File: src/sv/pid_ram.sv
// generic single-clock ram, one write port and one registered read port
// depends on nothing
module pid_ram #(
   parameter int WIDTH = 32,
   parameter int DEPTH = 64
) (
   input  logic                     clock,
   input  logic                     wr_en,
   input  logic [$clog2(DEPTH)-1:0] wr_addr,
   input  logic [WIDTH-1:0]         wr_data,
   input  logic [$clog2(DEPTH)-1:0] rd_addr,
   output logic [WIDTH-1:0]         rd_data
);

   logic [WIDTH-1:0] mem [DEPTH];
   logic [WIDTH-1:0] rd_data_ff;

   always_ff @(posedge clock) begin
      if (wr_en) begin
         mem[wr_addr] <= wr_data;
      end
      rd_data_ff <= mem[rd_addr];
   end

   assign rd_data = rd_data_ff;

endmodule

File: config.mk
export PLATFORM = sky130hd
export DESIGN_NAME = pid_ram
export DESIGN_NICKNAME = d
export VERILOG_FILES = /design/src/sv/pid_ram.sv
export SDC_FILE = /design/constraint.sdc
export NUM_CORES = 2
export LEC_CHECK = 0
export BUFFER_PORTS_ARGS = -buffer_cell sky130_fd_sc_hd__buf_2
export CORE_MARGIN = 5
export CORE_UTILIZATION = 57
export DETAILED_ROUTE_END_ITERATION = 16
export MAX_ROUTING_LAYER = met4
export PLACE_DENSITY = 0.81
export SETUP_SLACK_MARGIN = 0.15
export SYNTH_ARGS = -nofsm -noshare
export SYNTH_HDL_FRONTEND = slang
export SYNTH_SLANG_ARGS = --single-unit
File: constraint.sdc
create_clock -name clock -period 7.6 [get_ports clock]
set_input_delay 0.38 -clock clock [delete_from_list [all_inputs] [get_ports clock]]
set_output_delay 0.38 -clock clock [all_outputs]
set_load 0.02 [all_outputs]
Word-level counts from Yosys, hierarchy flattened
Memory sizes are Yosys's and may differ from the RTL's. A register that Yosys moved wholly into a read port is not among the register bits.
Cells that the tools add are included.
{ "classes": {"mux": 2} }
{ "ops": {"columns": ["op", "n"], "rows": [
  ["$mux W1", 2]
]} }
{ "totals": {"out_inout_bits": 32, "in_bits": 46, "n_memories": 1, "ram_bits": 2048, "wordCells": 3, "register_bits": 0} }
{ "mem_list": {"columns": ["memory", "words", "word_bits", "read_ports", "rd_clocked_by_memory_dff", "write_ports", "line", "text"], "rows": [
  ["mem", 64, 32, 1, 1, 1, "15", "logic [WIDTH-1:0] mem [DEPTH];"]
]} }

Logic depth before layout (Yosys ltp)
{ "depth": {"ltp_word": 2, "mapped_depth": 10, "depth_no_buf": 5} }

Worst setup path before layout
No wires, ideal clock.
{ "synth_path": {"path_kind": "input port to flip-flop", "start": "in wr_addr[3]", "end": "mem mem[48][0] (enable)", "stages": 4, "path_slack_ps": 4060, "t_required_ps": 7139, "arrival_time_ps": 3079, "n_path_buf": 1, "setup_ps": 461, "path_cell_list": "clkbuf_1 > nor2b_1 > nand4b_1 > nor3_1"} }
{ "synth_lines": {"columns": ["element", "line", "text"], "rows": [
  ["from (decl)", "9", "input logic [$clog2(DEPTH)-1:0] wr_addr,"],
  ["to (decl)", "15", null]
]} }
No word-level cell before the write port.

==> out/qor.txt <==
required time of the worst setup path -> 8270 ps
Worst slew margin -> 0.109
count of maximum capacitance violations -> 0
CTS Root Cell -> clkbuf_16
Worst Path Class, Setup -> in -> reg
number of nets in the finished design -> 3544
Row Count -> 136
worst min path class -> in -> reg
sequential power share -> 0.552
Leakage Power -> 0.0270 uW
Starting DRT DRC Count -> 6314
crit-path max cell delay -> 810 ps
H-tree levels -> 4
global-route wire length before repair -> 294000 um
Top-Level Pins -> 78
clock-pin slew of the registers on the worst-case setup and hold paths -> 60 ps
internal power contribution -> 18200 uW
number of max-slew violations in the final report -> 0
WP data arrival -> 3620 ps
minimum period implied by the final worst setup slack -> 2960 ps
relative area change from synthesis to final layout -> 11.4%
effective utilization at floorplan -> 0.572
number of buffer cells added on primary ports -> 77
slew of the pin with the lowest slew margin -> 1340 ps
Post-Place Worst Slack -> 3800 ps
detailed-route via count -> 38500
most common cell after layout, fill and taps aside -> edfxtp_1
final cycle utilization of the critical path -> 0.389
power per cell area -> 265 nW/um2
count of final setup violators -> 0
net count after synthesis -> 3370
PostCTS Resize Cnt -> 0
switching share of power -> 0.215
type of element capturing the critical path -> flip-flop
cell taking the most area after synthesis -> edfxtp_1
flip-flop and latch count after synthesis -> 2080
Switching Power -> 4970 uW
clk_lat worst skew -> 830 ps
top cells by area in the synthesized netlist -> edfxtp_1 78%, mux4_2 16%, mux2i_1 1.2%
Peak VDD IR -> 0.234 mV
post-synthesis xor/xnor area fraction -> 0
buffers inserted by post-CTS timing repair -> 0
Final Skew -> 33.1 ps
nature of the critical path startpoint -> primary input
TritonRoute pass-1 iters -> 6
Total Neg Setup Slack -> 0 ps
Simple-Gate Fraction of Synth Area -> 0.0127
DIE AREA -> 145000 um2
Logic pwr share -> 0.050
Routed WL per cell -> 37.9 um
DRC viols -> 0
total global routing track utilization -> 0.296
placed cell area -> 81600 um2
Non-Filler Cell Area, Final -> 87500 um2
dpl hpwl -> 105000 um
vias in the first global route -> 39300
core box area -> 137000 um2
remaining global-route overflow -> 0
highest attainable clock frequency -> 0.338 GHz
via count normalized by instance count -> 7.05
die outline height -> 381 um
antenna violations before repair -> 11
final hold violation count -> 0
fraction of final layout cells sized beyond drive strength 1 -> 0.283
number of unique standard cell types used by synthesis -> 34
peak fanout along the critical path -> 80
RSZ-0062 raised after global routing -> false
CTS tree -> yes
final routed wirelength across all metal layers -> 207000 um
compound-gate portion of the synthesized area -> 0.0167
Post-Synthesis Cells -> 3324
# hold bufs at CTS -> 0
warning count from the yosys run -> 0
result of the run -> complete, no violations
proportion of synthesized chip area in sequential cells -> 0.791
slowest cell on the critical path -> a311oi_1
largest family of logic cells by synthesized area -> multiplexers
Num CTS Buffers -> 188
post-synthesis adder-cell area fraction -> 0
final design utilization -> 0.638
mux share of post-synthesis cell area -> 0.168
largest net degree at the start of global routing -> 108
share of Yosys cell area claimed by the top area cell type -> 0.783
post-route antenna net violation count -> 0
width of the die -> 381 um
clock sink total -> 2080
most used cells in the layout excluding fill and tap cells -> 2048 x edfxtp_1, 544 x mux4_2, 193 x clkbuf_16
ordered cell list for the critical path -> buf_8, buf_12, mux4_2, mux2i_1, nor2_1, a311oi_1, nor3_1
Clk network pwr share -> 0.398
Clock Path Buffers -> 3
Post-Synthesis Cell Area -> 78500 um2
synthesized area per cell -> 23.6 um2
setup slack after layout -> 4640 ps
placer's final routability congestion estimate -> 0.819
## cell families (layout without fill, tap and decap cells)
family / count (synthesis) / count (layout)
AOI/OAI and AO/OA: 202 / 202
and+or+nand+nor: 223 / 223
other: 0 / 10
muxes: 637 / 637
buffers and inverters: 182 / 518
DFF: 2080 / 2080
## synth_stat cells, drive strengths merged
| master | count |
|---|---|
| and3 | 4 |
| nor2 | 137 |
| nor2b | 15 |
| edfxtp | 2048 |
| nand4b | 1 |
| nor3 | 7 |
| mux2i | 93 |
| a311oi | 8 |
| and2 | 2 |
| mux4 | 544 |
| a31oi | 1 |
| nand4 | 2 |
| or2 | 3 |
| or3 | 3 |
| o22ai | 84 |
| o221ai | 27 |
| nand3b | 5 |
| a22oi | 12 |
| a21oi | 62 |
| buf | 108 |
| a41o | 4 |
| or3b | 5 |
| dfxtp | 32 |
| nand2 | 26 |
| o32ai | 4 |
| nand2b | 8 |
| nand3 | 5 |
| clkbuf | 74 |
## worst max-delay path: cells and delay by family
family	cells	cell delay, ps
AO/OA/AOI/OAI	1	810
AND/OR/NAND/NOR	2	200
multiplexers	2	800
buffers and inverters	2	1140
## power groups by stage
stage	clock network [uW]	logic (uW)	registers, uW
floorplan	0	618	13000
global route	9820	1210	12800
CTS	9270	1160	12800
detailed placement	0	1130	13000
finish	9210	1160	12800
global placement	0	1100	13000
## layout make-up
type / instances / area (um2)
Antenna cell: 10 / 25.0
Clock buffer: 268 / 5230
Clock inverter: 84 / 659
Fill cell: 8319 / 49700
Multi-Input combinational cell: 1062 / 16000
Sequential cell: 2080 / 62100
Tap cell: 1794 / 2240
Timing Repair Buffer: 166 / 1200
## routing by layer
layer / routed length, um / track usage / up-vias
li1: - / - / 14600
met1: 67800 / 0.385 / 20000
met2: 101000 / 0.455 / 3333
met3: 25800 / 0.0588 / 627
met4: 12600 / 0.148 / 0
met5: 0 / - / -
## final timing paths
| check | slack, ps | from | cells past startpoint | endpoint |
|---|---|---|---|---|
| max | 4640 | rd_addr[0] | 7 | rd_data[20] |
| min | 340 | wr_data[12] | 1 | mem[59][12] |
| max reg2reg | 5390 | mem[2][20] | 5 | rd_data[20] |
| min reg2reg | 730 | mem[12][17] | 4 | rd_data[17] |
## state kept, by name, indices dropped and copies added, names as in the netlist
register / cells
mem: 2048
rd_data: 32
## per-stage QoR
step / power [uW] / std cells / hold WS [ps]
after global routing: 23800 / 5460 / 323
after CTS: 23200 / 5454 / 279
after floorplan: 13600 / 3324 / 479
final: 23100 / 5464 / 339
after detailed placement: 14100 / 5102 / 719
after global placement: 14100 / 5102 / 710
(Power assumes the default switching activity.)
