===== config.mk =====
export PLATFORM = sky130hd
export DESIGN_NAME = pid_eval
export DESIGN_NICKNAME = d
export VERILOG_FILES = /design/src/sv/pid_pkg.sv /design/src/sv/pid_eval.sv
export SDC_FILE = /design/constraint.sdc
export NUM_CORES = 2
export LEC_CHECK = 0
export ABC_AREA = 0
export BUFFER_PORTS_ARGS = -buffer_cell sky130_fd_sc_hd__buf_4
export CORE_ASPECT_RATIO = 1.5
export CORE_MARGIN = 2
export CORE_UTILIZATION = 45
export CTS_BUF_LIST = sky130_fd_sc_hd__clkbuf_2 sky130_fd_sc_hd__clkbuf_4 sky130_fd_sc_hd__clkbuf_8
export DETAILED_ROUTE_END_ITERATION = 7
export GPL_TIMING_DRIVEN = 1
export HOLD_SLACK_MARGIN = 0.02
export PLACE_DENSITY = 0.7
export SETUP_SLACK_MARGIN = 0.4
export SLEW_MARGIN = 20
export SYNTH_ARGS = -nofsm -noshare
export SYNTH_HDL_FRONTEND = slang
export SYNTH_SLANG_ARGS = --single-unit

===== constraint.sdc =====
create_clock -name clock -period 6.6 [get_ports clock]
set_input_delay 0 -clock clock [delete_from_list [all_inputs] [get_ports clock]]
set_output_delay 0 -clock clock [all_outputs]
set_load 0.01 [all_outputs]

===== src/sv/pid_pkg.sv =====
// shared types, codes and constants of the polytope interior distance block
// depends on nothing; every other file of the block but pid_ram imports it
package pid_pkg;

   // fixed field widths
   localparam int COORD_WIDTH    = 16;
   localparam int OFFSET_WIDTH   = 32;
   localparam int DIST_WIDTH     = 36;
   localparam int INDEX_WIDTH    = 6;
   localparam int DIM_WIDTH      = 2;
   localparam int COUNT_WIDTH    = 7;
   localparam int CSR_DATA_WIDTH = 7;
   localparam int CSR_INDEX_WIDTH = 1;

   // parameter defaults
   localparam int MAX_FACETS_DEFAULT = 64;
   localparam int MAX_DIM_DEFAULT    = 3;

   // reset values of the registers
   localparam logic [DIM_WIDTH-1:0]   DIMENSION_RESET   = 2'd3;
   localparam logic [COUNT_WIDTH-1:0] FACET_COUNT_RESET = 7'd1;

   typedef enum logic [CSR_INDEX_WIDTH-1:0] {
      CSR_DIMENSION   = 1'b0,
      CSR_FACET_COUNT = 1'b1
   } csr_index_type;

   typedef enum logic {
      OP_WRITE = 1'b0,
      OP_QUERY = 1'b1
   } op_type;

   typedef enum logic {
      KIND_QUERY = 1'b0,
      KIND_WRITE = 1'b1
   } kind_type;

   typedef struct packed {
      op_type                          op;
      logic [INDEX_WIDTH-1:0]          facet_index;
      logic signed [COORD_WIDTH-1:0]   coord_a;
      logic signed [COORD_WIDTH-1:0]   coord_b;
      logic signed [COORD_WIDTH-1:0]   coord_c;
      logic signed [OFFSET_WIDTH-1:0]  offset;
   } req_type;

   typedef struct packed {
      logic signed [DIST_WIDTH-1:0] distance;
      logic                         outside;
      kind_type                     kind;
   } rsp_type;

   // sequencer states
   typedef enum logic [1:0] {
      SEQ_IDLE,
      SEQ_WALK,
      SEQ_DRAIN
   } seq_state_type;

   // travels with each facet read through the evaluation pipeline
   typedef struct packed {
      logic valid;
      logic first;
      logic last;
   } seq_tag_type;

   typedef struct packed {
      logic                         done;
      logic signed [DIST_WIDTH-1:0] distance;
   } eval_result_type;

   // number of normal components stored per facet
   function automatic int comp_count(input int max_dim);
      return (max_dim < 3) ? max_dim : 3;
   endfunction

endpackage


===== src/sv/pid_eval.sv =====
// evaluation pipeline: per-facet dot product, offset difference, running minimum
// depends on pid_pkg; fed by the facet tables and the sequencer tags
module pid_eval #(
   parameter int MAX_DIM = pid_pkg::MAX_DIM_DEFAULT
) (
   input  logic                                    clock,
   input  logic                                    reset,
   input  pid_pkg::seq_tag_type                    tag,
   input  logic [pid_pkg::comp_count(MAX_DIM)*pid_pkg::COORD_WIDTH-1:0] normal_data,
   input  logic signed [pid_pkg::OFFSET_WIDTH-1:0] offset_data,
   input  logic [pid_pkg::comp_count(MAX_DIM)*pid_pkg::COORD_WIDTH-1:0] point,
   output pid_pkg::eval_result_type                result
);
   import pid_pkg::*;

   localparam int NCOMP = comp_count(MAX_DIM);
   localparam int CW    = COORD_WIDTH;
   localparam int PW    = 2 * COORD_WIDTH;
   localparam int DW    = DIST_WIDTH;

   seq_tag_type tag1_ff, tag2_ff, tag3_ff;

   logic signed [CW-1:0] nrm [NCOMP];
   logic signed [CW-1:0] pt  [NCOMP];
   logic signed [PW-1:0] prod_in [NCOMP];
   logic signed [PW-1:0] prod_ff [NCOMP];
   logic signed [OFFSET_WIDTH-1:0] off2_ff;
   logic signed [DW-1:0] acc;
   logic signed [DW-1:0] dist_in, dist3_ff;
   logic signed [DW-1:0] best_in, best_ff;
   logic                 take;

   // stage 1: table data is here, one multiplier per component
   always_comb begin
      for (int k = 0; k < NCOMP; k++) begin
         nrm[k]     = signed'(normal_data[k*CW +: CW]);
         pt[k]      = signed'(point[k*CW +: CW]);
         prod_in[k] = nrm[k] * pt[k];
      end
   end

   // stage 2: offset minus dot product at the result width, which the sums cannot overflow
   always_comb begin
      acc = '0;
      for (int k = 0; k < NCOMP; k++) begin
         acc = acc + DW'(prod_ff[k]);
      end
      dist_in = DW'(off2_ff) - acc;
   end

   // stage 3: running minimum, first facet always taken
   always_comb begin
      take    = tag3_ff.first || (dist3_ff < best_ff);
      best_in = take ? dist3_ff : best_ff;
   end

   always_ff @(posedge clock) begin
      if (reset) begin
         tag1_ff <= '0;
         tag2_ff <= '0;
         tag3_ff <= '0;
      end else begin
         tag1_ff <= tag;
         tag2_ff <= tag1_ff;
         tag3_ff <= tag2_ff;
      end
   end

   always_ff @(posedge clock) begin
      prod_ff  <= prod_in;
      off2_ff  <= offset_data;
      dist3_ff <= dist_in;
      if (tag3_ff.valid) begin
         best_ff <= best_in;
      end
   end

   assign result.done     = tag3_ff.valid && tag3_ff.last;
   assign result.distance = best_in;

endmodule


After elaboration in Yosys (flattened, before gate mapping)

Index checks and enable logic that the tools add are counted.

Reductions and logical operators: 2
Multipliers: 3
$lt $le $gt $ge: 1
Multiplexer cells: 1
Add/subtract/negate cells: 3

Operators with widths:

| operator            | number |
|---|---|
| $mul A16 B16 Y32    | 3 |
| $lt A35 B36 Y1      | 1 |
| $mux W36            | 1 |
| $sub A32 B34 Y35    | 1 |
| $add A33 B32 Y34    | 1 |
| $add A32 B32 Y33    | 1 |
| $logic_and A1 B1 Y1 | 1 |
| $logic_or A1 B1 Y1  | 1 |

Flip-flop bits (word level): 208
Logic and storage cells: 25

Longest topological paths before layout

Depth in word-level cells: 3
Gate-level depth with buffers: 25
Gate-level depth less buffers: 23

Worst setup path after synthesis

OpenSTA, ideal clock, no wires.

Path kind: in2reg
Start point: input port normal_data[11] (netlist name)
End point: register prod_ff[95] (netlist name)
Arrival time: 5.607 ns
Buffers on the path: 1
Slack: 0.865 ns
Cell stages on the path: 22
Path through: clkbuf_1 -> nand2_1 -> fa_1 -> fa_1 -> fa_1 -> inv_1 -> fa_1 -> fa_1 -> inv_1 -> fa_1 -> inv_1 -> ha_1 -> a21o_1 -> a21o_1 -> a21o_1 -> a31oi_2 -> o21ai_2 -> a221o_1 -> a41o_1 -> o21ai_2 -> mux2i_1 -> nand4_1

RTL lines:

| what                 | RTL line       | text |
|---|---|---|
| from (decl)          | pid_eval.sv:9  | `input logic [pid_pkg::comp_count(MAX_DIM)*pid_pkg::COORD_WIDTH-1:0] normal_data,` |
| to (signal assigned) | pid_eval.sv:70 | `prod_ff <= prod_in;` |
| to (decl)            | pid_eval.sv:26 | `logic signed [PW-1:0] prod_ff [NCOMP];` |

==> flow_summary.rst <==
.. list-table::
   :header-rows: 1

   * - Metric
     - Value
   * - Status
     - complete, no violations
   * - Detailed placer's ending HPWL
     - 73800 um
   * - Synth Instances
     - 3903
   * - Standard-cell row count
     - 131
   * - Number of DRC markers in iteration 0
     - 1117
   * - Area of placed instances
     - 40600 sq um
   * - Via total after detailed routing
     - 26312
   * - Post-Synthesis Net Count
     - 5203
   * - Final hold violation count
     - 0
   * - Total standard cell area after synthesis
     - 38400 sq um
   * - Sequential-to-total area share from yosys stat
     - 0.118
   * - Area Overhead vs Synth
     - 9.77%
   * - Initial Utilization
     - 0.453
   * - Drt via density
     - 5.03
   * - Achievable frequency
     - 170 MHz
   * - Count of state elements after synthesis
     - 208
   * - Maximum number of pins on one net before global-route repair
     - 38
   * - Total global routing track utilization
     - 0.211
   * - Number of buffers inserted during clock tree synthesis
     - 38
   * - Placed cells
     - 5104
   * - Hold/Removal Path Class
     - primary input to flip-flop
   * - Post-route non-filler standard cell count
     - 5235
   * - Async set-or-reset flop fraction in the synthesized netlist
     - 0
   * - H-tree depth
     - 2
   * - Number of buffers inserted to repair setup after CTS
     - 0
   * - Number of max-slew violations in the final report
     - 0
   * - Category of the worst setup path capture point
     - flip-flop
   * - Beginning of the worst hold path
     - offset_data[0]
   * - RSZ-0062 raised after global routing
     - no
   * - Placeable core region
     - 84700 sq um
   * - GPL Wtd Cong
     - 0.875
   * - First-pass iteration count of the detailed router
     - 6
   * - Reg2reg start
     - prod_ff[0]$_DFF_P_
   * - Worst Tran Pin Value
     - 1.00 ns
   * - Launch point of the critical path
     - point[33]
   * - Vertical extent of the die
     - 362 um
   * - Worst slew slack as a fraction of its limit
     - 0.332
   * - Clock tree from TritonCTS
     - yes
   * - Most frequently used flop master after synthesis
     - sky130_fd_sc_hd__dfxtp_1
   * - Number of warning messages in the yosys log
     - 0
   * - Post-detailed-route wirelength per cell
     - 16.8 um
   * - Post-layout min period
     - 5.87 ns
   * - Horizontal die dimension
     - 242 um
   * - Setup violation total in the final timing report
     - 0
   * - CTS Root Cell
     - sky130_fd_sc_hd__clkbuf_8
   * - Number of enable-type register cells in the synthesized netlist
     - 36
   * - Share of the clock period used by the worst path
     - 0.890
   * - Post-CTS clock slew at the launch and capture registers of the worst setup and hold paths
     - 0.06 ns
   * - Finished Cell Area
     - 42100 sq um
   * - Remaining number of nets flagged by the antenna check after routing
     - 0
   * - Total negative setup slack
     - 0 ns
   * - Slack of the critical path
     - 0.726 ns
   * - Sort of element at the start of the critical path
     - primary input
   * - Count of boundary I/O pins
     - 170
   * - Global-route congestion overflow total
     - 0
   * - Clock latency on the worst-skew pair
     - 0.61 ns
   * - Setup clock skew after layout
     - 0.0284 ns
   * - Number of global-route vias before repair
     - 29242
   * - TritonCTS sink count
     - 208
   * - Fillcell total
     - 7823
   * - Maximum clock path buffer count
     - 3
   * - Maxcap violations
     - 0
   * - Count of port buffers added during placement
     - 169
   * - Crit path required time
     - 7.12 ns
   * - Arrival time at the worst endpoint
     - 6.40 ns
   * - Antenna violations before repair
     - 4
   * - Number of distinct library cells after synthesis
     - 75
   * - Crit Path Category
     - primary input to flip-flop
   * - Total die area
     - 87700 sq um
   * - Max FO, Critical Path
     - 16
   * - Worst-case setup slack after placement
     - 0.521 ns
   * - Number of design rule violations left after detail routing
     - 0
   * - Synthesized area divided by synthesized cell count
     - 9.83 sq um
   * - Fraction of final layout cells with drive strength greater than 1
     - 0.0768
   * - Global-route wire length before repair
     - 147000 um
   * - Layout net count
     - 5374
   * - Total Routed Length
     - 87900 um
## stage by stage
stage | hold WS, ns | util
6_report | 0.0670 | 0.497
2_1_floorplan | 0.0277 | -
5_1_grt | 0.0520 | 0.497
4_1_cts | 0.0213 | 0.497
3_5_place_dp | 0.106 | 0.480
3_3_place_gp | 0.106 | 0.480
## timing repair
action / CTS / global route
resized for setup: 0 / 0
endpoints found under the hold margin: 49 / 0
setup endpoints to repair: 0 / 0
hold buffers: 60 / 0
## Yosys cell counts (5+ instances only)
cell type	n	area, sq um
sky130_fd_sc_hd__edfxtp_1	36	1080
sky130_fd_sc_hd__and2_1	377	2360
sky130_fd_sc_hd__nand4_1	13	81.3
sky130_fd_sc_hd__o21ai_0	44	220
sky130_fd_sc_hd__ha_1	316	3950
sky130_fd_sc_hd__o21bai_1	18	135
sky130_fd_sc_hd__a21o_1	63	473
sky130_fd_sc_hd__inv_1	960	3600
sky130_fd_sc_hd__nand2_1	389	1460
sky130_fd_sc_hd__xor2_1	30	263
sky130_fd_sc_hd__o21ai_1	10	50.1
sky130_fd_sc_hd__a21oi_1	99	495
sky130_fd_sc_hd__a31oi_1	9	56.3
sky130_fd_sc_hd__mux2_4	30	450
sky130_fd_sc_hd__o21a_1	16	120
sky130_fd_sc_hd__nor2_1	75	282
sky130_fd_sc_hd__fa_1	851	17000
sky130_fd_sc_hd__and3_1	17	106
sky130_fd_sc_hd__nor3_1	12	60.1
sky130_fd_sc_hd__dfxtp_1	172	3440
sky130_fd_sc_hd__a211oi_1	8	60.1
sky130_fd_sc_hd__nor2b_1	25	156
sky130_fd_sc_hd__o21ai_2	5	43.8
sky130_fd_sc_hd__mux2_2	6	67.6
sky130_fd_sc_hd__nand2b_1	24	150
sky130_fd_sc_hd__xnor2_1	109	955
sky130_fd_sc_hd__nand3_1	17	85.1
sky130_fd_sc_hd__clkbuf_1	95	357
## worst paths after layout
path | to | slack, ns | cells after the start
setup / recovery | prod_ff[30]$_DFF_P_ | 0.73 | 20
hold / removal | off2_ff[0]$_DFF_P_ | 0.07 | 2
setup reg to reg | dist3_ff[32]$_DFF_P_ | 2.11 | 15
hold reg to reg | tag2_ff[0]$_SDFF_PP0_ | 0.44 | 1
## sequential cells by signal, summed over array words and instances (netlist names)
name and count:
off2_ff 32, best_ff 36, prod_ff 96, tag3_ff 3
dist3_ff 35, tag2_ff 3, tag1_ff 3
## critical path: stages
cell,delay (ns)
sky130_fd_sc_hd__dlygate4sd3_1,0.56
sky130_fd_sc_hd__buf_4,0.21
sky130_fd_sc_hd__nand2_1,0.13
sky130_fd_sc_hd__inv_1,0.09
sky130_fd_sc_hd__fa_1,0.65
sky130_fd_sc_hd__fa_1,0.93
sky130_fd_sc_hd__fa_1,0.54
sky130_fd_sc_hd__fa_1,0.51
sky130_fd_sc_hd__fa_1,0.49
sky130_fd_sc_hd__inv_1,0.05
sky130_fd_sc_hd__fa_1,0.47
sky130_fd_sc_hd__inv_1,0.04
sky130_fd_sc_hd__ha_1,0.34
sky130_fd_sc_hd__and3_1,0.19
sky130_fd_sc_hd__a221o_1,0.30
sky130_fd_sc_hd__a31o_2,0.24
sky130_fd_sc_hd__a21oi_1,0.24
sky130_fd_sc_hd__o21bai_1,0.11
sky130_fd_sc_hd__a21oi_1,0.19
sky130_fd_sc_hd__xnor2_1,0.13
## cell usage in the layout, fill, tap and decap left out, drive strengths merged, types with 59 or more instances in the layout
cell | netlist | layout
inv | 960 | 964
fa | 851 | 851
nand2 | 389 | 389
and2 | 377 | 377
ha | 316 | 316
buf | 7 | 173
dfxtp | 172 | 172
xnor2 | 109 | 109
a21oi | 102 | 102
nor2 | 76 | 76
a21o | 65 | 65
dlygate4sd3 | 0 | 60
o21ai | 59 | 59
## cell families (layout without fill, tap and decap cells)
kind of cell             after synthesis  count (layout)  share of synthesized area
AO/OA/AOI/OAI                        319             319                     0.0558
XOR/XNOR                             139             139                     0.0317
adder cells (fa/ha/maj)             1167            1167                      0.547
buffers and inverters               1062            1261                      0.105
flip-flops                           208             208                      0.118
multiplexers                          38              38                     0.0143
other                                  0               3                          0
AND/OR/NAND/NOR                      970             970                      0.128
## routing by layer
layer  track usage  up-vias  wire, um
li1              -    11949         -
met1         0.245    13463     33400
met2         0.388      677     46400
met3        0.0189      223      3240
met4         0.104        0      4890
met5             0        -         0
## layout make-up
cell class,count,area (sq um),share of cell area
antenna,3,7.51,0.000178
clock buffer,50,669,0.0159
clock inverter,18,191,0.00455
inverter,960,3600,0.0856
multi-input combinational,2633,29800,0.708
sequential,208,4530,0.107
tap,1130,1410,0.0336
timing repair buffer,233,1900,0.0451
Power is not shown: default switching activity piles up to over one toggle a cycle in this logic, so the estimate is an artifact.
