--- src/sv/pid_pkg.sv ---
// shared types, codes and constants of the polytope interior distance block
// depends on nothing; every other file of the block but pid_ram imports it
package pid_pkg;

   // fixed field widths
   localparam int COORD_WIDTH    = 16;
   localparam int OFFSET_WIDTH   = 32;
   localparam int DIST_WIDTH     = 36;
   localparam int INDEX_WIDTH    = 6;
   localparam int DIM_WIDTH      = 2;
   localparam int COUNT_WIDTH    = 7;
   localparam int CSR_DATA_WIDTH = 7;
   localparam int CSR_INDEX_WIDTH = 1;

   // parameter defaults
   localparam int MAX_FACETS_DEFAULT = 64;
   localparam int MAX_DIM_DEFAULT    = 3;

   // reset values of the registers
   localparam logic [DIM_WIDTH-1:0]   DIMENSION_RESET   = 2'd3;
   localparam logic [COUNT_WIDTH-1:0] FACET_COUNT_RESET = 7'd1;

   typedef enum logic [CSR_INDEX_WIDTH-1:0] {
      CSR_DIMENSION   = 1'b0,
      CSR_FACET_COUNT = 1'b1
   } csr_index_type;

   typedef enum logic {
      OP_WRITE = 1'b0,
      OP_QUERY = 1'b1
   } op_type;

   typedef enum logic {
      KIND_QUERY = 1'b0,
      KIND_WRITE = 1'b1
   } kind_type;

   typedef struct packed {
      op_type                          op;
      logic [INDEX_WIDTH-1:0]          facet_index;
      logic signed [COORD_WIDTH-1:0]   coord_a;
      logic signed [COORD_WIDTH-1:0]   coord_b;
      logic signed [COORD_WIDTH-1:0]   coord_c;
      logic signed [OFFSET_WIDTH-1:0]  offset;
   } req_type;

   typedef struct packed {
      logic signed [DIST_WIDTH-1:0] distance;
      logic                         outside;
      kind_type                     kind;
   } rsp_type;

   // sequencer states
   typedef enum logic [1:0] {
      SEQ_IDLE,
      SEQ_WALK,
      SEQ_DRAIN
   } seq_state_type;

   // travels with each facet read through the evaluation pipeline
   typedef struct packed {
      logic valid;
      logic first;
      logic last;
   } seq_tag_type;

   typedef struct packed {
      logic                         done;
      logic signed [DIST_WIDTH-1:0] distance;
   } eval_result_type;

   // number of normal components stored per facet
   function automatic int comp_count(input int max_dim);
      return (max_dim < 3) ? max_dim : 3;
   endfunction

endpackage

--- src/sv/pid_seq.sv ---
// facet walk sequencer: issues table addresses and pipeline tags for a query
// depends on pid_pkg
module pid_seq #(
   parameter int MAX_FACETS = pid_pkg::MAX_FACETS_DEFAULT
) (
   input  logic                          clock,
   input  logic                          reset,
   input  logic                          start_query,
   input  logic [$clog2(MAX_FACETS)-1:0] last_index,
   input  logic                          done,
   output logic                          busy,
   output logic [$clog2(MAX_FACETS)-1:0] rd_addr,
   output pid_pkg::seq_tag_type          tag
);
   import pid_pkg::*;

   localparam int AW = $clog2(MAX_FACETS);

   seq_state_type state_ff, state_in;
   logic [AW-1:0] addr_ff, addr_in;

   // next state
   always_comb begin
      state_in = state_ff;
      addr_in  = addr_ff;
      case (state_ff)
         SEQ_IDLE: begin
            if (start_query) begin
               state_in = SEQ_WALK;
               addr_in  = '0;
            end
         end
         SEQ_WALK: begin
            if (addr_ff == last_index) begin
               state_in = SEQ_DRAIN;
            end else begin
               addr_in = addr_ff + AW'(1);
            end
         end
         SEQ_DRAIN: begin
            if (done) begin
               state_in = SEQ_IDLE;
            end
         end
         default: begin
            state_in = SEQ_IDLE;
         end
      endcase
   end

   // outputs
   always_comb begin
      busy      = 1'b1;
      tag.valid = 1'b0;
      tag.first = 1'b0;
      tag.last  = 1'b0;
      case (state_ff)
         SEQ_IDLE: begin
            busy = 1'b0;
         end
         SEQ_WALK: begin
            tag.valid = 1'b1;
            tag.first = (addr_ff == '0);
            tag.last  = (addr_ff == last_index);
         end
         SEQ_DRAIN: begin
            busy = 1'b1;
         end
         default: begin
            busy = 1'b1;
         end
      endcase
   end

   assign rd_addr = addr_ff;

   always_ff @(posedge clock) begin
      if (reset) begin
         state_ff <= SEQ_IDLE;
      end else begin
         state_ff <= state_in;
      end
   end

   always_ff @(posedge clock) begin
      addr_ff <= addr_in;
   end

endmodule

--- config.mk ---
export PLATFORM = sky130hd
export DESIGN_NAME = pid_seq
export DESIGN_NICKNAME = d
export VERILOG_FILES = /design/src/sv/pid_pkg.sv /design/src/sv/pid_seq.sv
export SDC_FILE = /design/constraint.sdc
export NUM_CORES = 1
export LEC_CHECK = 0
export ABC_AREA = 1
export ABC_CLOCK_PERIOD_IN_PS = 1300
export BUFFER_PORTS_ARGS = -buffer_cell sky130_fd_sc_hd__buf_2
export CAP_MARGIN = 15
export CORE_MARGIN = 3
export CORE_UTILIZATION = 30
export CTS_CLUSTER_SIZE = 12
export DETAILED_ROUTE_END_ITERATION = 10
export GPL_TIMING_DRIVEN = 0
export PLACE_DENSITY_LB_ADDON = 0.12
export RECOVER_POWER = 100
export SLEW_MARGIN = 20
export SYNTH_ARGS = -nofsm -noshare
export SYNTH_HDL_FRONTEND = slang
export SYNTH_SLANG_ARGS = --single-unit
export TNS_END_PERCENT = 50
--- constraint.sdc ---
create_clock -name clock -period 1.3 [get_ports clock]
set_input_delay 0.195 -clock clock [delete_from_list [all_inputs] [get_ports clock]]
set_output_delay 0.195 -clock clock [all_outputs]
set_load 0.02 [all_outputs]
Yosys cells after proc, flatten, opt, wreduce, memory -nomap -nowiden
Cells that the tools add are included. Widths: inputs -> output; s select.

Add/sub/neg operators: 1. Equality and inequality tests: 7. Muxes and demuxes: 9. Reductions and logical operators: 5.

Operators by type and width (number): $mux 6 (2); $pmux 6 s2 (1); $ne 2x2->1 const B (4); $add 6x1->6 const B (1); $eq 6x6->1 (1); $logic_not 6->1 (1); $mux 2 (3); $pmux 2 s3 (1); $reduce_and 3->1 (2); $mux 3 (1); $eq 2x1->1 const B (1); $eq 2x2->1 const B (1); $logic_not 2->1 (1); $reduce_bool 2->1 (1); $mux 1 (1).

Register bits after elaboration: 8. Input bits: 10. Output and inout port bits: 10. Word-level logic and storage cells: 24.

Logic depth before layout (Yosys ltp)
Gate-level depths: netlist of the first run.

Depth after elaboration: 3. Depth in mapped cells: 7. Gate-level depth less buffers: 7.

Least setup slack after synthesis of the first run
Ideal clock, no wire load.

Kind: register to output. Start point: register addr_ff[0], in the netlist rd_addr[0]. End point: output port tag[1] (netlist bit). Arrival time: 1.455 ns. Required time: 1.105 ns. Path slack: -0.350 ns. Stages on the path, launching flop included: 5. Path buffers: 0. Cells stage by stage: edfxtp_1 inv_2 ha_1 nand3_1 nor4_1.

RTL lines: start: declaration (line pid_seq.sv:20) `logic [AW-1:0] addr_ff, addr_in;`; start signal: assignment (line pid_seq.sv:86) `addr_ff <= addr_in;`; end: declaration (line pid_seq.sv:13) `output pid_pkg::seq_tag_type tag`.

==> flow_metrics.py, run 1 <==
metrics = {
    "status": {
        "status": "finished, violations left",
        "violations": "negative setup slack",
    },
    "sta": {
        "fin_crit_ps": 1520,
        "worst_slew_pin_slew_ps": 256,
        "setup_viol": 5,
        "setup_ws_ps": -216,
        "max_clock_freq_mhz": 659,
        "drv_slew": 0,
        "relSlewSlack_pct": 83.0,
        "rsz0062_at_grt": "true",
        "period_share_pct": 117,
        "skew_ps": 1.36,
        "hold_slack_ps": 103,
        "finalHoldViolCount": 0,
    },
    "routing": {
        "wirelength_um": 1400,
        "ant_nets": 0,
        "routed_via_density": 4.27,
        "vias": 594,
        "drtIter0Drc": 5,
        "drt-pass1-iter-count": 2,
        "wl_per_cell_um": 10.1,
        "drcViolationCount": 0,
    },
    "worst_setup_path": {
        "crit_chain": "inv_2 > ha_4 > nand3_4 > nor4_4 > buf_4",
        "critPathRequiredTime_ps": 1110,
        "start_kind": "register",
        "crit_path_end_kind": "output pin",
        "worst_path_max_delay_cell": "edfxtp_1",
        "cp_max_fo": 4,
        "slowest_delay_ps": 430,
        "arrival_ps": 1320,
        "crit_type": "register to output pin",
    },
    "power_and_ir_drop": {
        "combPwrFrac_pct": 43.2,
        "p_seq_share_pct": 36.2,
        "p_int_w": 0.000595,
        "p_total_w": 0.000939,
        "pwr-share-clk_pct": 20.6,
        "power_switching_share_pct": 36.7,
        "p_per_area_nw_per_um2": 992,
        "ir_drop_mv": 0.532,
        "power_leakage_nw": 0.462,
        "netSwitchingPower_w": 0.000345,
    },
    "logic_synthesis": {
        "ys_seq_elements": 8,
        "synth_edf_count": 6,
        "synthTopCellsByCount": "nand2_1 (24), inv_1 (14), edfxtp_1 (6)",
        "yosysMostFrequentCell": "nand2_1",
        "synth.mux.area_fraction_pct": 0,
        "synth_ff_type": "edfxtp_1",
        "synthCells": 77,
        "avgSynthCellArea_um2": 7.13,
        "synth_fa_ha_area_share_pct": 4.56,
        "synth_top_area_share_pct": 32.8,
        "ys_async_sr_fraction_pct": 0,
        "syn_area_um2": 549,
        "syn_nets": 89,
        "synth_top_cells_by_area": "edfxtp_1 (33%), nand2_1 (16%), inv_1 (9.6%)",
        "yosys.cell_types.count": 18,
        "ys_seq_area_share_pct": 40.1,
        "synth_top_family_by_area": "simple AND/OR/NAND/NOR gates",
        "synth_compound_area_share_pct": 7.97,
        "synth_xor_area_share_pct": 0,
        "synth-simple-area-share_pct": 33.7,
        "ys_warn_count": 0,
        "yosys.area.top_type": "edfxtp_1",
    },
    "floorplanning": {
        "die_x_um": 48.8,
        "die_h_um": 48.8,
        "initial_utilization_pct": 34.1,
        "design.core.area_um2": 1610,
        "die_area_um2": 2380,
        "pin_count": 20,
        "rows": 14,
    },
    "grt": {
        "grt_pass1_wl_um": 2180,
        "antenna_found_initial": 0,
        "grt_usage_pct": 11.7,
        "grt_pass1_vias": 560,
        "grt_max_degree": 7,
        "overflow": 0,
    },
    "clock_tree": {
        "numCtsBuffers": 3,
        "clock-sinks": 8,
        "clk_pin_slew_ps": 60,
        "clock_latency_ps": 250,
        "cts.htree.levels": 1,
        "root_buffer": "clkbuf_4",
        "cts_buffer_depth": 2,
        "cts_tree": "done",
        "holdBufCountCts": 0,
    },
    "finish": {
        "fin_area_um2": 947,
        "drive_above_1_share_pct": 58.3,
        "antenna_cells": 0,
        "fin_cells": 139,
        "area_delta_synth_final_pct": 72.4,
        "final_util_pct": 58.8,
        "fin_nets": 129,
        "num-fill-cells": 162,
    },
    "placed_design": {
        "placed_area_um2": 692,
        "port-buffer-count": 19,
        "dp.cells": 120,
        "place_congestion": 0.720,
        "hpwl_um": 918,
    },
    "run": {
        "max-cap-violations": 0,
    },
    "hold_path": {
        "min_path_type": "input port to register",
    },
}
## metrics by stage
stage / setup slack (ps) / setup TNS, ps
after CTS: -211 / -459
after floorplan: -55.2 / -420
after global routing: -303 / -1360
after global placement: -98.3 / -671
final: -216 / -564
after detailed placement: -93.4 / -638
## sequential cells by signal, summed over array words and instances (netlist names)
signal,cells
state_ff,2
rd_addr,6
## critical path, delay by kind of cell, from the launching register on
kind / cells / cell delay (ps)
AND/OR/NAND/NOR: 2 / 210
adder cells (fa/ha/maj): 1 / 140
buffers and inverters: 2 / 300
flip-flops: 1 / 430
## placed cells by master, fill, tap and decap left out, types with 2 or more instances in the layout
cell type  instances
nand3_4            2
inv_2              9
buf_6              5
a21oi_1            3
a21oi_2            2
nand2_2            8
buf_4             14
o21ai_0            2
nand2_1           15
nor2_1             5
buf_2             11
clkbuf_1           5
dfxtp_2            2
edfxtp_1           6
inv_1              9
clkbuf_4           4
nor2_4             4
## power by group through the flow
stage          Clock [W]  Sequential [W]  Combinational, W
2_1_floorplan          0        0.000380          0.000138
3_3_place_gp           0        0.000354          0.000237
3_5_place_dp           0        0.000354          0.000239
4_1_cts         0.000200        0.000339          0.000334
5_1_grt         0.000216        0.000345          0.000450
6_report        0.000194        0.000340          0.000406
## logic make-up after synthesis
| kind of cell | after synthesis |
|---|---|
| AOI/OAI and AO/OA | 8 |
| buffers and inverters | 19 |
| DFF | 8 |
| and+or+nand+nor | 40 |
| adders and majority gates | 2 |
## per-layer routing
metal / routed length, um / global-route usage, % / up-vias / part of all wire, %
met5: 0 / 0 / - / 0
met3: 55 / 1.83 / 2 / 3.9
met4: 8 / 7.11 / 0 / 0.57
met2: 724 / 20.4 / 10 / 52
met1: 613 / 13.2 / 266 / 44
li1: - / - / 316 / -
## final timing paths
| kind | startpoint | end | slack, ps | cells past startpoint |
|---|---|---|---|---|
| setup / recovery | rd_addr[1]$_SDFFCE_PN0P_ | tag[1] | -220 | 5 |
| hold / removal | reset | state_ff[1]$_SDFFE_PP0P_ | 100 | 2 |
| setup reg to reg | rd_addr[2]$_SDFFCE_PN0P_ | rd_addr[5]$_SDFFCE_PN0P_ | -100 | 7 |
| hold reg to reg | state_ff[1]$_SDFFE_PP0P_ | state_ff[1]$_SDFFE_PP0P_ | 520 | 2 |
## final cells by class
cell class | instances | area [um^2] | share of cell area (%)
Clock buffer | 3 | 22.5 | 2.38
Buffer | 1 | 11.3 | 1.19
Sequential cell | 8 | 223 | 23.5
Tap cell | 24 | 30.0 | 3.17
Multi-Input combinational cell | 50 | 362 | 38.2
Timing Repair Buffer | 35 | 231 | 24.4
Inverter | 18 | 67.6 | 7.13
## timing repair
item / CTS / global route
setup endpoints to repair: 9 / 12
resized for setup: 13 / 23
setup buffers: 11 / 5
pin swaps: 10 / 15
(Power assumes the default switching activity.)
==> inputs of run 2 (changes only) <==
CORE_UTILIZATION = 42   (was 30)
==> run 2 against run 1 <==
  * Critical endpoint unchanged
  * Critical path depth unchanged
  * Count of clock-buffer cells in the layout unchanged
  * The flow still finishes with violations (negative setup slack)
  * Global-route usage up 6.4 points
  * Cell count down 9.4%
  * Register-to-register slack worse by 50 ps
  * Via count up 3.9%
  * Clock power about the same
  * Final area down 9.4%
  * Hold slack better by 19 ps
  * Non-clock buffer count down 3
  * Clock skew up 4.7 ps
  * Sequential cell count unchanged
==> flow_metrics.py, run 2 (synthesis gave the netlist of run 1 again) <==
metrics = {
    "status": {
        "status": "finished, violations left",
        "violations": "negative setup slack",
    },
    "floorplanning": {
        "die_x_um": 42.2,
        "design.core.area_um2": 1170,
        "rows": 12,
        "pin_count": 20,
        "die_h_um": 42.2,
        "initial_utilization_pct": 46.9,
        "die_area_um2": 1780,
    },
    "worst_setup_path": {
        "rr_endpoint": "rd_addr[0]$_SDFFCE_PN0P_",
        "cp_max_fo": 4,
        "reg2reg_slack_ps": -150,
        "arrival_ps": 1290,
        "crit_path_end_kind": "output pin",
        "critPathRequiredTime_ps": 1110,
        "reg2reg_from": "rd_addr[5]$_SDFFCE_PN0P_",
        "crit_type": "register to output pin",
        "worstRegToRegCells": 8,
        "start_kind": "register",
    },
    "finish": {
        "largest_reg_flops": 6,
        "drive_above_1_share_pct": 48.2,
        "final_util_pct": 73.3,
        "area_delta_synth_final_pct": 56.3,
        "fin_nets": 126,
        "antenna_cells": 0,
        "mostFrequentLayoutCells": "nand2_1 (20), buf_2 (13), buf_4 (11)",
        "num-fill-cells": 97,
        "layout_commonest_cell": "nand2_1",
        "seq_area_um2": 221,
        "multi_input_area_um2": 318,
    },
    "grt": {
        "grt_usage_pct": 18.0,
        "grt_max_degree": 7,
        "grt_pass1_vias": 588,
        "antenna_found_initial": 0,
        "overflow": 0,
        "grt_pass1_wl_um": 2450,
    },
    "placed_design": {
        "port-buffer-count": 19,
        "place_congestion": 0.707,
        "hpwl_um": 919,
        "pre_cts_slack_ps": -62.1,
    },
    "clock_tree": {
        "clock-sinks": 8,
        "clk_pin_slew_ps": 60,
        "numCtsBuffers": 3,
        "cts_buffer_depth": 2,
        "clock_latency_ps": 250,
        "cts.htree.levels": 1,
        "root_buffer": "clkbuf_4",
        "holdBufCountCts": 0,
        "cts_tree": "done",
    },
    "sta": {
        "rsz0062_at_grt": "true",
        "finalHoldViolCount": 0,
        "setup_viol": 10,
        "hold_slack_ps": 122,
        "max_clock_freq_mhz": 672,
        "drv_slew": 0,
        "worst_slew_pin_slew_ps": 250,
        "skew_ps": 6.11,
        "fin_crit_ps": 1490,
        "relSlewSlack_pct": 83.4,
        "period_share_pct": 114,
        "setup_ws_ps": -188,
    },
    "routing": {
        "drt-pass1-iter-count": 4,
        "wirelength_um": 1490,
        "drcViolationCount": 0,
        "drtIter0Drc": 15,
        "wl_per_cell_um": 11.8,
        "ant_nets": 0,
        "vias": 617,
        "routed_via_density": 4.90,
    },
    "power_and_ir_drop": {
        "ir_drop_mv": 0.702,
        "power_leakage_nw": 0.444,
        "p_per_area_nw_per_um2": 1040,
    },
    "hold_path": {
        "hold_depth": 2,
        "min_path_type": "input port to register",
        "hold_end": "state_ff[1]$_SDFFE_PP0P_",
        "min_from": "reset",
    },
    "run": {
        "max-cap-violations": 0,
    },
}
==> run 2: worst max-delay path by stage <==
stage / from / endpoint / slack [ps] / cells past startpoint
2_1_floorplan: rd_addr[5]$_SDFFCE_PN0P_ / rd_addr[0]$_SDFFCE_PN0P_ / -60 / 7
3_3_place_gp: rd_addr[0]$_SDFFCE_PN0P_ / tag[1] / -60 / 5
3_5_place_dp: rd_addr[4]$_SDFFCE_PN0P_ / rd_addr[0]$_SDFFCE_PN0P_ / -60 / 6
4_1_cts: rd_addr[1]$_SDFFCE_PN0P_ / tag[1] / -200 / 5
5_1_grt: rd_addr[4]$_SDFFCE_PN0P_ / tag[0] / -310 / 6
6_report: rd_addr[1]$_SDFFCE_PN0P_ / tag[1] / -190 / 5
==> run 2: cell type report <==
type | instances | area share [%]
timing repair buffer | 32 | 23.3
clock buffer | 3 | 2.62
inverter | 18 | 7.87
tap | 14 | 2.04
multi-input combinational | 50 | 37.0
sequential | 8 | 25.8
buffer | 1 | 1.31
==> run 2: stage by stage <==
| step | setup TNS, ps | total power (W) | instances | area (um^2) |
|---|---|---|---|---|
| 5_1_grt | -2490 | 0.000960 | 126 | 858 |
| 3_5_place_dp | -451 | 0.000595 | 110 | 679 |
| 2_1_floorplan | -420 | 0.000519 | 77 | 567 |
| 4_1_cts | -380 | 0.000875 | 124 | 835 |
| 6_report | -1400 | 0.000896 | 126 | 858 |
| 3_3_place_gp | -369 | 0.000588 | 110 | 679 |
==> run 2: report_power, final <==
group,switching (W),internal [W],total (W)
Clock,0.0000854,0.000106,0.000191
Sequential,0.0000284,0.000312,0.000340
Combinational,0.000214,0.000151,0.000365
Total,0.000327,0.000569,0.000896
==> run 2: routing by layer <==
| metal | track usage [%] | share of wire, % | wire length, um |
|---|---|---|---|
| met1 | 21.1 | 41 | 614 |
| met4 | 9.32 | 1.7 | 25 |
| met5 | 0 | 0 | 0 |
| met3 | 3.00 | 5.0 | 74 |
| met2 | 31.0 | 52 | 775 |
==> run 2: critical path: stages (launching register included) <==
cell	delay (ps)
edfxtp_1	440
inv_2	110
ha_4	130
nand3_4	60
nor4_4	120
buf_4	180
==> run 2: repair_timing <==
action,CTS,global route
pin swaps,6,8
buffers inserted,11,2
resized for setup,15,8
cloned,0,0
endpoints found under the setup margin,10,13
